[config.mk]
export PLATFORM = sky130hd
export DESIGN_NAME = lnh_queue
export DESIGN_NICKNAME = d
export VERILOG_FILES = /design/src/assert_macros.svh /design/src/lnh_pkg.sv /design/src/lnh_queue.sv
export SDC_FILE = /design/constraint.sdc
export NUM_CORES = 1
export LEC_CHECK = 0
export BUFFER_PORTS_ARGS = -buffer_cell sky130_fd_sc_hd__buf_4
export CORE_MARGIN = 4
export CORE_UTILIZATION = 30
export DETAILED_ROUTE_END_ITERATION = 8
export GPL_TIMING_DRIVEN = 0
export SLEW_MARGIN = 20
export SYNTH_ARGS = -nofsm -noshare
export SYNTH_HDL_FRONTEND = slang
export SYNTH_SLANG_ARGS = --single-unit
export TNS_END_PERCENT = 20
[constraint.sdc]
create_clock -name i_clk -period 1.9 [get_ports i_clk]
set_input_delay 0.19 -clock i_clk [delete_from_list [all_inputs] [get_ports i_clk]]
set_output_delay 0.19 -clock i_clk [all_outputs]
set_load 0.005 [all_outputs]
[src/assert_macros.svh]
// Assertion helpers shared by the histogram modules.
`ifndef ASSERT_MACROS_SVH
`define ASSERT_MACROS_SVH

// Same-cycle implication, masked while reset is low.
`define LNH_ASSERT_IMP(lbl, clk, rst_n, ante, cons, msg) \
    lbl: assert property (@(posedge clk) disable iff (!rst_n) (ante) |-> (cons)) \
        else $error(msg);

// Next-cycle implication, masked while reset is low.
`define LNH_ASSERT_NEXT(lbl, clk, rst_n, ante, cons, msg) \
    lbl: assert property (@(posedge clk) disable iff (!rst_n) (ante) |=> (cons)) \
        else $error(msg);

`endif

[src/lnh_pkg.sv]
package lnh_pkg;

    localparam int MAX_GRAM_DEF    = 4;
    localparam int COUNT_WIDTH_DEF = 32;
    localparam int ALPHABET        = 26;

    localparam int LETTER_W   = 5;
    localparam int OP_W       = 1;
    localparam int BYTE_W     = 8;
    localparam int INDEX_W    = 19;
    localparam int OUT_W      = 32;
    localparam int CFG_LEN_W  = 3;
    localparam int APB_DATA_W = 32;
    localparam int APB_ADDR_W = 3;
    localparam int REG_IDX_W  = APB_ADDR_W - 2;

    localparam int Q_DEPTH = 4;
    localparam int Q_PTR_W = $clog2(Q_DEPTH);
    localparam int Q_CNT_W = $clog2(Q_DEPTH + 1);

    localparam logic [OP_W-1:0] OP_FEED = 1'b0;
    localparam logic [OP_W-1:0] OP_READ = 1'b1;

    localparam logic [REG_IDX_W-1:0] REG_GRAM_LEN = 1'b0;
    localparam logic [CFG_LEN_W-1:0] GRAM_LEN_RST = 3'd4;

    localparam logic [BYTE_W-1:0] CH_UPPER_A = 8'h41;
    localparam logic [BYTE_W-1:0] CH_UPPER_Z = 8'h5A;
    localparam logic [BYTE_W-1:0] CH_LOWER_A = 8'h61;
    localparam logic [BYTE_W-1:0] CH_LOWER_Z = 8'h7A;

    // Command flags passed from the front end to the table pipeline
    typedef struct packed {
        logic is_read;
        logic do_count;
        logic in_table;
    } t_ctl;

    function automatic int pow26(input int e);
        int r;
        r = 1;
        for (int k = 0; k < e; k++) begin
            r = r * ALPHABET;
        end
        return r;
    endfunction

endpackage

[src/lnh_queue.sv]
module lnh_queue #(
    parameter int DATA_W = 8
) (
    input  logic              i_clk,
    input  logic              i_rst_n,
    input  logic              i_push,
    input  logic [DATA_W-1:0] i_data,
    input  logic              i_pop,
    output logic [DATA_W-1:0] o_data,
    output logic              o_valid,
    output logic              o_full
);
    import lnh_pkg::*;

    logic [DATA_W-1:0]  r_slot [Q_DEPTH];
    logic [Q_PTR_W-1:0] r_wr_ptr;
    logic [Q_PTR_W-1:0] r_rd_ptr;
    logic [Q_CNT_W-1:0] r_count;

    assign o_data  = r_slot[r_rd_ptr];
    assign o_valid = (r_count != '0);
    assign o_full  = (r_count == Q_CNT_W'(Q_DEPTH));

    always_ff @(posedge i_clk) begin
        if (i_push) begin
            r_slot[r_wr_ptr] <= i_data;
        end
    end

    always_ff @(posedge i_clk) begin
        if (!i_rst_n) begin
            r_wr_ptr <= '0;
            r_rd_ptr <= '0;
            r_count  <= '0;
        end else begin
            if (i_push) begin
                r_wr_ptr <= (r_wr_ptr == Q_PTR_W'(Q_DEPTH - 1)) ? '0 : r_wr_ptr + Q_PTR_W'(1);
            end
            if (i_pop) begin
                r_rd_ptr <= (r_rd_ptr == Q_PTR_W'(Q_DEPTH - 1)) ? '0 : r_rd_ptr + Q_PTR_W'(1);
            end
            if (i_push && !i_pop) begin
                r_count <= r_count + Q_CNT_W'(1);
            end else if (i_pop && !i_push) begin
                r_count <= r_count - Q_CNT_W'(1);
            end
        end
    end

endmodule

==> run summary <==
The global routing usage summed across all routing layers was 0.0939; the wire length per cell was 14.1 um. The number of clock buffers added by TritonCTS is 5. In the routed design, unresolved DRC markers number 0. For the pin with the worst max-slew slack, the measured transition is 435 ps.

The first global-routing pass estimated 4460 um of wire. The worst setup path is launched from a flop. The die is 81.4 um wide. The launch point of the worst reg-to-reg path was r_count[0]$_SDFFE_PN0P_. The run gives 0 as the synthesis warning total. Cell taking the most area after synthesis: sky130_fd_sc_hd__edfxtp_1. Summed over all layers, the routed wires come to 2610 um. The slowest stage of the critical path is the sky130_fd_sc_hd__mux4_2 cell. Setup repair after global routing left no endpoint under its margin. The min-delay analysis places its worst path in the category input pin to flop. The share of the clock period used by the worst path is 0.856. The buffers plus inverters on the worst setup path is 2, and the final non-filler cell total is 185. The count of maximum capacitance violations is 0, and the post-synthesis async set-or-reset flop share is 0. The clock-pin transition on the worst setup and hold timing paths came out at 70 ps. The first detailed-routing pass ran for 4 iterations. The initial core utilization was 0.313. The post-synthesis sequential area ratio was 0.706; the biggest cell delay along the critical path was 510 ps. The placeable core region was 5170 um^2; the worst-case headroom to the max-slew limit was 0.710.

The area share of the largest cell type after synthesis is 0.594. The run gives 86 as the synthesized netlist cell count. The flow ran to the end, and the final reports show no timing, DRC or antenna violations.

STA classifies the critical path endpoint as an output port. The clock arrives with 4.93 ps of skew. Buffers inserted to repair hold after CTS numbered 0. For the worst setup path, the data required time is 1710 ps. The tools report the achievable clock frequency as 615 MHz. The mapped netlist covers 1620 um^2.

Entering global routing, the biggest net connects 14 pins. Compared with the post-synthesis result, the final layout area differs by 22.0%. Data arrives at the worst endpoint at 1440 ps.

The run gives 2 as the number of H-tree levels. In this run the remaining antenna-violating nets after routing total 0. The total I/O pin count is 22. Critical setup path kind: flop to output port. sky130_fd_sc_hd__edfxtp_1 is the most common cell in the netlist.

The tools report the final HPWL from detailed placement as 1910 um. In this run the clock root is driven by a sky130_fd_sc_hd__clkbuf_8. Setup total negative slack on the finished layout was measured at 0 ps. The final critical-path required period was 1630 ps; the number of instances in the placed design was 177. Among all flip-flop cells after synthesis, the most frequent one is sky130_fd_sc_hd__edfxtp_1.

Synthesis inferred 41 register bits. For this block, the via count after detailed routing is 805. Gates resized during post-CTS repair numbered 0. In this run, synthesis inferred 32 flip-flops with an integrated enable. The run gives 0 as the number of setup buffers added after CTS. The total overflow left after global routing is 0. The worst-case IR drop observed on VDD is 0.527 mV. In the post-synthesis netlist, the biggest area contributors are sky130_fd_sc_hd__edfxtp_1 (59%), sky130_fd_sc_hd__dfxtp_1 (11%), sky130_fd_sc_hd__mux4_2 (11%). The share of final-layout standard cells stronger than drive strength 1 was 0.330; the initial DRC count was 85.

Fill cells in the final layout number 489. The antenna diode instance count was 0. Counting distinct cell types in the post-synthesis netlist gives 20. The net count of the mapped netlist is 105.

The number of endpoints with negative hold slack in the final report came out at 0. After synthesis, the most frequently instantiated cells are sky130_fd_sc_hd__edfxtp_1 (32), sky130_fd_sc_hd__dfxtp_1 (9), sky130_fd_sc_hd__mux4_2 (8). The clock tree buffer depth was 2; the critical-path maximum fanout was 8. For the floorplan row count, the log shows 26. The startpoint identified for the worst hold timing path is i_data[2]. The signal on the critical path passes through buf_6 -> mux4_2 -> buf_4. The number of pins with negative max-slew slack in the final report was 0. The initial antenna violation count was 0; the clock latency at the later pin of the worst-skew pair was 280 ps.

The clock net in this run drives a total of 41 sinks. In this run the tool buffered the top-level ports with 21 buffer cells. The analysis attributes to cell leakage a power of 0.714 nW. Grouping stages by cell kind, the critical path spends the most delay in multiplexers.

TritonCTS built the clock tree. The via count of the first global-routing pass came out at 929. The floorplan step set the die height to 81.4 um.

The die covers 6630 um^2. Setup violations remaining at the end of the flow were counted as 0. The routed via count divided by cell count came out at 4.35.

The average cell area after synthesis was 18.8 um^2; the overall power consumption was 1.94 mW. The last weighted congestion value of the routability-driven placer is 0.669. The net count of the finished layout came out at 133. For this design the ratio of total power to cell area is 985 nW/um^2.
==> path summary, 6_finish.rpt <==
path	end	slack (ps)	depth (start not counted)
max	o_data[1]	270	3
min	r_slot[3][2]$_DFFE_PP_	100	1
max reg2reg	r_count[2]$_SDFFE_PN0P_	380	4
min reg2reg	r_count[2]$_SDFFE_PN0P_	540	2
==> kinds of logic (layout without fill, tap and decap cells) <==
logic type / after synthesis / after routing / synth area share
AOI/OAI and AO/OA: 3 / 3 / 0.0124
and+or+nand+nor: 15 / 15 / 0.0565
muxes: 12 / 12 / 0.136
DFF: 41 / 41 / 0.706
xor gates and xnor gates: 2 / 2 / 0.0108
adders and majority gates: 7 / 7 / 0.0588
buffers and inverters: 6 / 35 / 0.0193
==> placed cells by master, fill, tap and decap left out, drive strengths merged, types with 2 or more instances in the layout <==
master	synthesis	layout
dfxtp	9	9
and2	5	5
clkbuf	1	6
mux4	8	8
ha	6	6
buf	1	22
or3	2	2
edfxtp	32	32
inv	4	4
mux2i	4	4
nor2b	5	5
==> power by group <==
part           switching, mW  internal (mW)
combinational          0.101          0.132
clock                  0.275          0.386
sequential            0.0282           1.02
==> layout make-up <==
type	instances	area, um^2	area share
Sequential cell	41	1140	0.579
Timing Repair Buffer	21	158	0.0799
Clock inverter	3	41.3	0.0209
Clock buffer	5	68.8	0.0349
Multi-Input combinational cell	39	444	0.225
Inverter	4	15.0	0.00761
Tap cell	70	87.6	0.0444
Buffer	2	16.3	0.00825
==> layer usage <==
metal  part of all wire  GRT usage  wire length, um  vias to the layer above
met5                  0          0                0                        -
met4              0.012     0.0405               31                        0
met3              0.062     0.0333              162                        6
met2               0.51      0.164             1340                       22
met1               0.41      0.102             1080                      396
li1                   -          -                -                      381
==> through the flow <==
step	worst slack (ps)	hold WS [ps]	cell area (um^2)	util
2_1_floorplan	447	289	1620	-
3_5_place_dp	173	396	1860	0.360
6_report	274	104	1970	0.381
3_3_place_gp	265	391	1860	0.360
5_1_grt	188	95.2	1970	0.381
4_1_cts	239	94.3	1970	0.381
==> state kept, by name, summed over array words and instances, names as in the netlist, named ones only <==
signal	flops
r_slot	32
r_count	3
r_rd_ptr	2
r_wr_ptr	2
Power figures use the tool's default switching activity.
