--- src/assert_macros.svh ---
// Assertion helpers shared by the histogram modules.
`ifndef ASSERT_MACROS_SVH
`define ASSERT_MACROS_SVH

// Same-cycle implication, masked while reset is low.
`define LNH_ASSERT_IMP(lbl, clk, rst_n, ante, cons, msg) \
    lbl: assert property (@(posedge clk) disable iff (!rst_n) (ante) |-> (cons)) \
        else $error(msg);

// Next-cycle implication, masked while reset is low.
`define LNH_ASSERT_NEXT(lbl, clk, rst_n, ante, cons, msg) \
    lbl: assert property (@(posedge clk) disable iff (!rst_n) (ante) |=> (cons)) \
        else $error(msg);

`endif

--- src/lnh_pkg.sv ---
package lnh_pkg;

    localparam int MAX_GRAM_DEF    = 4;
    localparam int COUNT_WIDTH_DEF = 32;
    localparam int ALPHABET        = 26;

    localparam int LETTER_W   = 5;
    localparam int OP_W       = 1;
    localparam int BYTE_W     = 8;
    localparam int INDEX_W    = 19;
    localparam int OUT_W      = 32;
    localparam int CFG_LEN_W  = 3;
    localparam int APB_DATA_W = 32;
    localparam int APB_ADDR_W = 3;
    localparam int REG_IDX_W  = APB_ADDR_W - 2;

    localparam int Q_DEPTH = 4;
    localparam int Q_PTR_W = $clog2(Q_DEPTH);
    localparam int Q_CNT_W = $clog2(Q_DEPTH + 1);

    localparam logic [OP_W-1:0] OP_FEED = 1'b0;
    localparam logic [OP_W-1:0] OP_READ = 1'b1;

    localparam logic [REG_IDX_W-1:0] REG_GRAM_LEN = 1'b0;
    localparam logic [CFG_LEN_W-1:0] GRAM_LEN_RST = 3'd4;

    localparam logic [BYTE_W-1:0] CH_UPPER_A = 8'h41;
    localparam logic [BYTE_W-1:0] CH_UPPER_Z = 8'h5A;
    localparam logic [BYTE_W-1:0] CH_LOWER_A = 8'h61;
    localparam logic [BYTE_W-1:0] CH_LOWER_Z = 8'h7A;

    // Command flags passed from the front end to the table pipeline
    typedef struct packed {
        logic is_read;
        logic do_count;
        logic in_table;
    } t_ctl;

    function automatic int pow26(input int e);
        int r;
        r = 1;
        for (int k = 0; k < e; k++) begin
            r = r * ALPHABET;
        end
        return r;
    endfunction

endpackage

--- src/lnh_front.sv ---
`include "assert_macros.svh"

module lnh_front #(
    parameter int MAX_GRAM = lnh_pkg::MAX_GRAM_DEF,
    parameter int AW       = $clog2(lnh_pkg::pow26(lnh_pkg::MAX_GRAM_DEF))
) (
    input  logic                            i_clk,
    input  logic                            i_rst_n,
    input  logic                            i_accept,
    input  logic [lnh_pkg::OP_W-1:0]        i_op,
    input  logic [lnh_pkg::BYTE_W-1:0]      i_text_byte,
    input  logic [lnh_pkg::INDEX_W-1:0]     i_entry_index,
    input  logic [lnh_pkg::CFG_LEN_W-1:0]   i_gram_length,
    output lnh_pkg::t_ctl                   o_ctl,
    output logic [AW-1:0]                   o_addr
);
    import lnh_pkg::*;

    localparam int TABLE_SIZE = pow26(MAX_GRAM);
    localparam int WIN        = (MAX_GRAM > 1) ? MAX_GRAM - 1 : 1;
    localparam int FILL_MAX   = MAX_GRAM - 1;
    localparam int FW         = (MAX_GRAM > 2) ? $clog2(MAX_GRAM) : 1;
    localparam int LW         = $clog2(MAX_GRAM + 1);

    logic [LETTER_W-1:0] r_win [WIN];
    logic [FW-1:0]       r_fill;

    logic                is_upper;
    logic                is_lower;
    logic                letter;
    logic                take_letter;
    logic [LETTER_W-1:0] code;
    logic [LW-1:0]       eff;
    logic                count_ok;
    logic [AW-1:0]       gram_idx;
    logic                idx_ok;

    assign is_upper = (i_text_byte >= CH_UPPER_A) && (i_text_byte <= CH_UPPER_Z);
    assign is_lower = (i_text_byte >= CH_LOWER_A) && (i_text_byte <= CH_LOWER_Z);
    assign letter   = is_upper || is_lower;
    assign take_letter = i_accept && (i_op == OP_FEED) && letter;

    always_comb begin
        if (is_upper) begin
            code = LETTER_W'(i_text_byte - CH_UPPER_A);
        end else begin
            code = LETTER_W'(i_text_byte - CH_LOWER_A);
        end
    end

    // Clamp the programmed length into 1..MAX_GRAM
    always_comb begin
        if (i_gram_length == '0) begin
            eff = LW'(1);
        end else if (int'(i_gram_length) > MAX_GRAM) begin
            eff = LW'(MAX_GRAM);
        end else begin
            eff = LW'(i_gram_length);
        end
    end

    assign count_ok = (r_fill >= FW'(eff - LW'(1)));

    // Base-26 index, oldest letter most significant
    always_comb begin
        gram_idx = AW'(code);
        for (int i = 0; i < WIN; i++) begin
            if (LW'(i + 1) < eff) begin
                gram_idx = gram_idx + AW'(r_win[i]) * AW'(pow26(i + 1));
            end
        end
    end

    assign idx_ok = (int'(i_entry_index) < TABLE_SIZE);

    always_comb begin
        o_ctl.is_read  = (i_op == OP_READ);
        o_ctl.do_count = (i_op == OP_FEED) && letter && count_ok;
        o_ctl.in_table = (i_op == OP_READ) ? idx_ok : 1'b1;
        o_addr         = (i_op == OP_READ) ? AW'(i_entry_index) : gram_idx;
    end

    always_ff @(posedge i_clk) begin
        if (!i_rst_n) begin
            r_fill <= '0;
            for (int i = 0; i < WIN; i++) begin
                r_win[i] <= '0;
            end
        end else if (take_letter) begin
            r_win[0] <= code;
            for (int i = 1; i < WIN; i++) begin
                r_win[i] <= r_win[i-1];
            end
            if (r_fill < FW'(FILL_MAX)) begin
                r_fill <= r_fill + FW'(1);
            end
        end
    end

    `LNH_ASSERT_NEXT(a_fill_on_letter_only, i_clk, i_rst_n, !take_letter, $stable(r_fill), "window fill moved without a letter")

endmodule

--- config.mk ---
export PLATFORM = sky130hd
export DESIGN_NAME = lnh_front
export DESIGN_NICKNAME = d
export VERILOG_FILES = /design/src/lnh_pkg.sv /design/src/lnh_front.sv
export VERILOG_INCLUDE_DIRS = /design/src /design/src/src
export SDC_FILE = /design/constraint.sdc
export NUM_CORES = 1
export LEC_CHECK = 0
export ABC_AREA = 1
export BUFFER_PORTS_ARGS = -buffer_cell sky130_fd_sc_hd__buf_2
export CORE_MARGIN = 3
export CORE_UTILIZATION = 65
export DETAILED_ROUTE_END_ITERATION = 8
export PLACE_DENSITY = 0.88
export SETUP_SLACK_MARGIN = 0.3
export SYNTH_ARGS = -nofsm -noshare
export SYNTH_HDL_FRONTEND = slang
export SYNTH_SLANG_ARGS = --single-unit
--- constraint.sdc ---
create_clock -name i_clk -period 15.4 [get_ports i_clk]
set_input_delay 1.54 -clock i_clk [delete_from_list [all_inputs] [get_ports i_clk]]
set_output_delay 1.54 -clock i_clk [all_outputs]
set_load 0.01 [all_outputs]
==> out/metrics.cfg <==
[global_route]
grtUsageMet2_pct = 52.36
grt_pass1_wl_um = 19900
grt-ovfl-total = 0
grt_max_degree = 19
grt.total_usage_pct = 31.57
grt_pass1_vias = 4554
met1_usage_pct = 43.12
antenna_found_initial = 0
top_usage_layer = met2
use_met3_pct = 3.911

[clock_tree]
numCtsBuffers = 3
root_buffer = clkbuf_8
htree_levels = 1
cts_buffer_depth = 2
cts_resized = 0
cts_tree = yes
post_cts_buffers = 0
clock_sinks = 17
clkTransAtPathRegs_ns = 0.08
worst_skew_pair.late_latency_ns = 0.27
ctsHoldBuffers = 0

[timing]
fin_crit_ns = 7.923
fmax_mhz = 126.2
hold_viol = 0
tns_ns = 0
fin_ws_ns = 7.477
holdWs_ns = 0.5064
grt_setup_unrepaired = false
skew_ns = 0.01114
setup_viol = 0
slew_headroom_pct = 43.39
drv_slew = 0
period_share_pct = 51.45
tightest_slew_ns = 0.8467

[critical_path]
critPathMaxFanout = 5
arrival_ns = 6.38
critPathSlowestCell = ha_1
critical_path_required_ns = 13.86
critical_path_class = primary input to primary output
critPathLaunchType = primary input
critPathMaxStageDelay_ns = 0.35
cp-end-kind = primary output
crit_top_cell = inv_1

[logic_synthesis]
synth_area_sq_um = 4451
synthTopCellsByCount = nand2_1, inv_1, ha_1
synthFlopType = edfxtp_1
yosysWarningCount = 0
syn_area_per_cell_sq_um = 6.394
synth_seq_cells = 17
yosys.cell_types.count = 45
synthArstFlopShare_pct = 0
syn-num-nets = 816
synth_top_area_share_pct = 21.37
synthMostInstantiatedCell = nand2_1
yosysTopAreaCell = ha_1
synth-edff-count = 15
synthCells = 696
synth.area.top_cells = ha_1, nand2_1, edfxtp_1, inv_1, nand3_1
yosysSeqAreaShare_pct = 11.02

[route]
postRouteAntennaNets = 0
vias = 4793
drcViolationCount = 0
avgRoutedWirePerCell_um = 14.45
vias_per_cell = 5.817
drt_wl_total_um = 11910
dr.pass1.iters = 5
drtIter0Drc = 318

[floorplan]
start_util_pct = 68.52
core_sq_um = 6495
die_area_sq_um = 7876
die_h_um = 88.75
ioPinCount = 56
rows = 29
dieWidth_um = 88.75

[placement]
placed_cells = 820
place_hpwl_um = 10040
pre_cts_slack_ns = 7.563
io_buffers = 55
place.gp.congestion = 1.019

[cells_and_area]
drive_above_1_share_pct = 12.18
fin_cells = 824
syn2layout_area_growth_pct = 8.462
final_core_util_pct = 74.32
finalNetCount = 868
num_antenna_cells = 0

[worst_hold_path]
hp-class = flip-flop to flip-flop

[power_and_ir_drop]
p_leak_nw = 2.743
power_density_nw_per_um2 = 89.48
vdd_ir_drop_max_v = 0.00005087

[flow_run]
drv_cap = 0

[status]
outcome = complete, no violations

layout make-up:
type	instances	area, sq um
Timing Repair Buffer	55	275.3
Fill cell	543	1668
Sequential cell	17	490.5
Multi-Input combinational cell	547	3455
Inverter	124	465.4
Clock buffer	4	45.04
Tap cell	77	96.34
kinds of logic (layout without fill, tap and decap cells):
| group | count (synthesis) | after routing | synth area share (%) |
|---|---|---|---|
| buffers and inverters | 132 | 183 | 11.36 |
| adder cells (fa/ha/maj) | 86 | 86 | 25.86 |
| AO/OA/AOI/OAI | 110 | 110 | 14.34 |
| flip-flops | 17 | 17 | 11.02 |
| XOR/XNOR | 26 | 26 | 5.285 |
| AND/OR/NAND/NOR | 325 | 325 | 32.13 |
cells in the final DEF (no fill, tap or decap), drive strengths merged, types with 5 or more instances in the layout:
cell,count
a21oi,47
buf,55
edfxtp,15
fa,10
ha,76
inv,123
nand2,176
nand3,64
nand4,12
nor2,58
nor3,5
o21ai,41
o21bai,7
or2,6
xnor2,10
xor2,16
final timing paths:
path,startpoint,to,slack (ns),cells after the start
setup / recovery,i_text_byte[0],o_addr[12],7.48,36
hold / removal,r_fill[0],r_fill[0],0.51,1
setup reg to reg,r_win[0][6],r_win[0][11],14.33,2
hold reg to reg,r_fill[0],r_fill[0],0.51,1
where the power goes:
group          total (mW)  switching [mW]  internal, mW
logic               0.338           0.212         0.126
clock network      0.0372          0.0187        0.0185
registers          0.0567         0.00418        0.0525
sequential cells by signal (all words and copies together), names as in the netlist:
register	flops
r_win	15
r_fill	2
worst max-delay path: cells and delay by family:
kind	cells	cell delay [ns]
AO/OA/AOI/OAI	5	0.61
adder cells (fa/ha/maj)	4	1.19
buffers and inverters	10	0.87
AND/OR/NAND/NOR	16	1.93
XOR/XNOR	1	0.23
stage by stage:
| stage | cell area, sq um | power, mW |
|---|---|---|
| finish | 4827 | 0.4319 |
| global route | 4827 | 0.4774 |
| CTS | 4827 | 0.4232 |
| detailed placement | 4782 | 0.3853 |
| global placement | 4782 | 0.3792 |
| floorplan | 4451 | 0.3106 |
layer usage:
| metal | part of all wire (%) | wire, um |
|---|---|---|
| met2 | 45 | 5406 |
| met3 | 7.9 | 940 |
| met5 | 0 | 0 |
| met1 | 44 | 5284 |
| met4 | 2.3 | 278 |
Note: power is estimated with default switching activity, not from simulation.
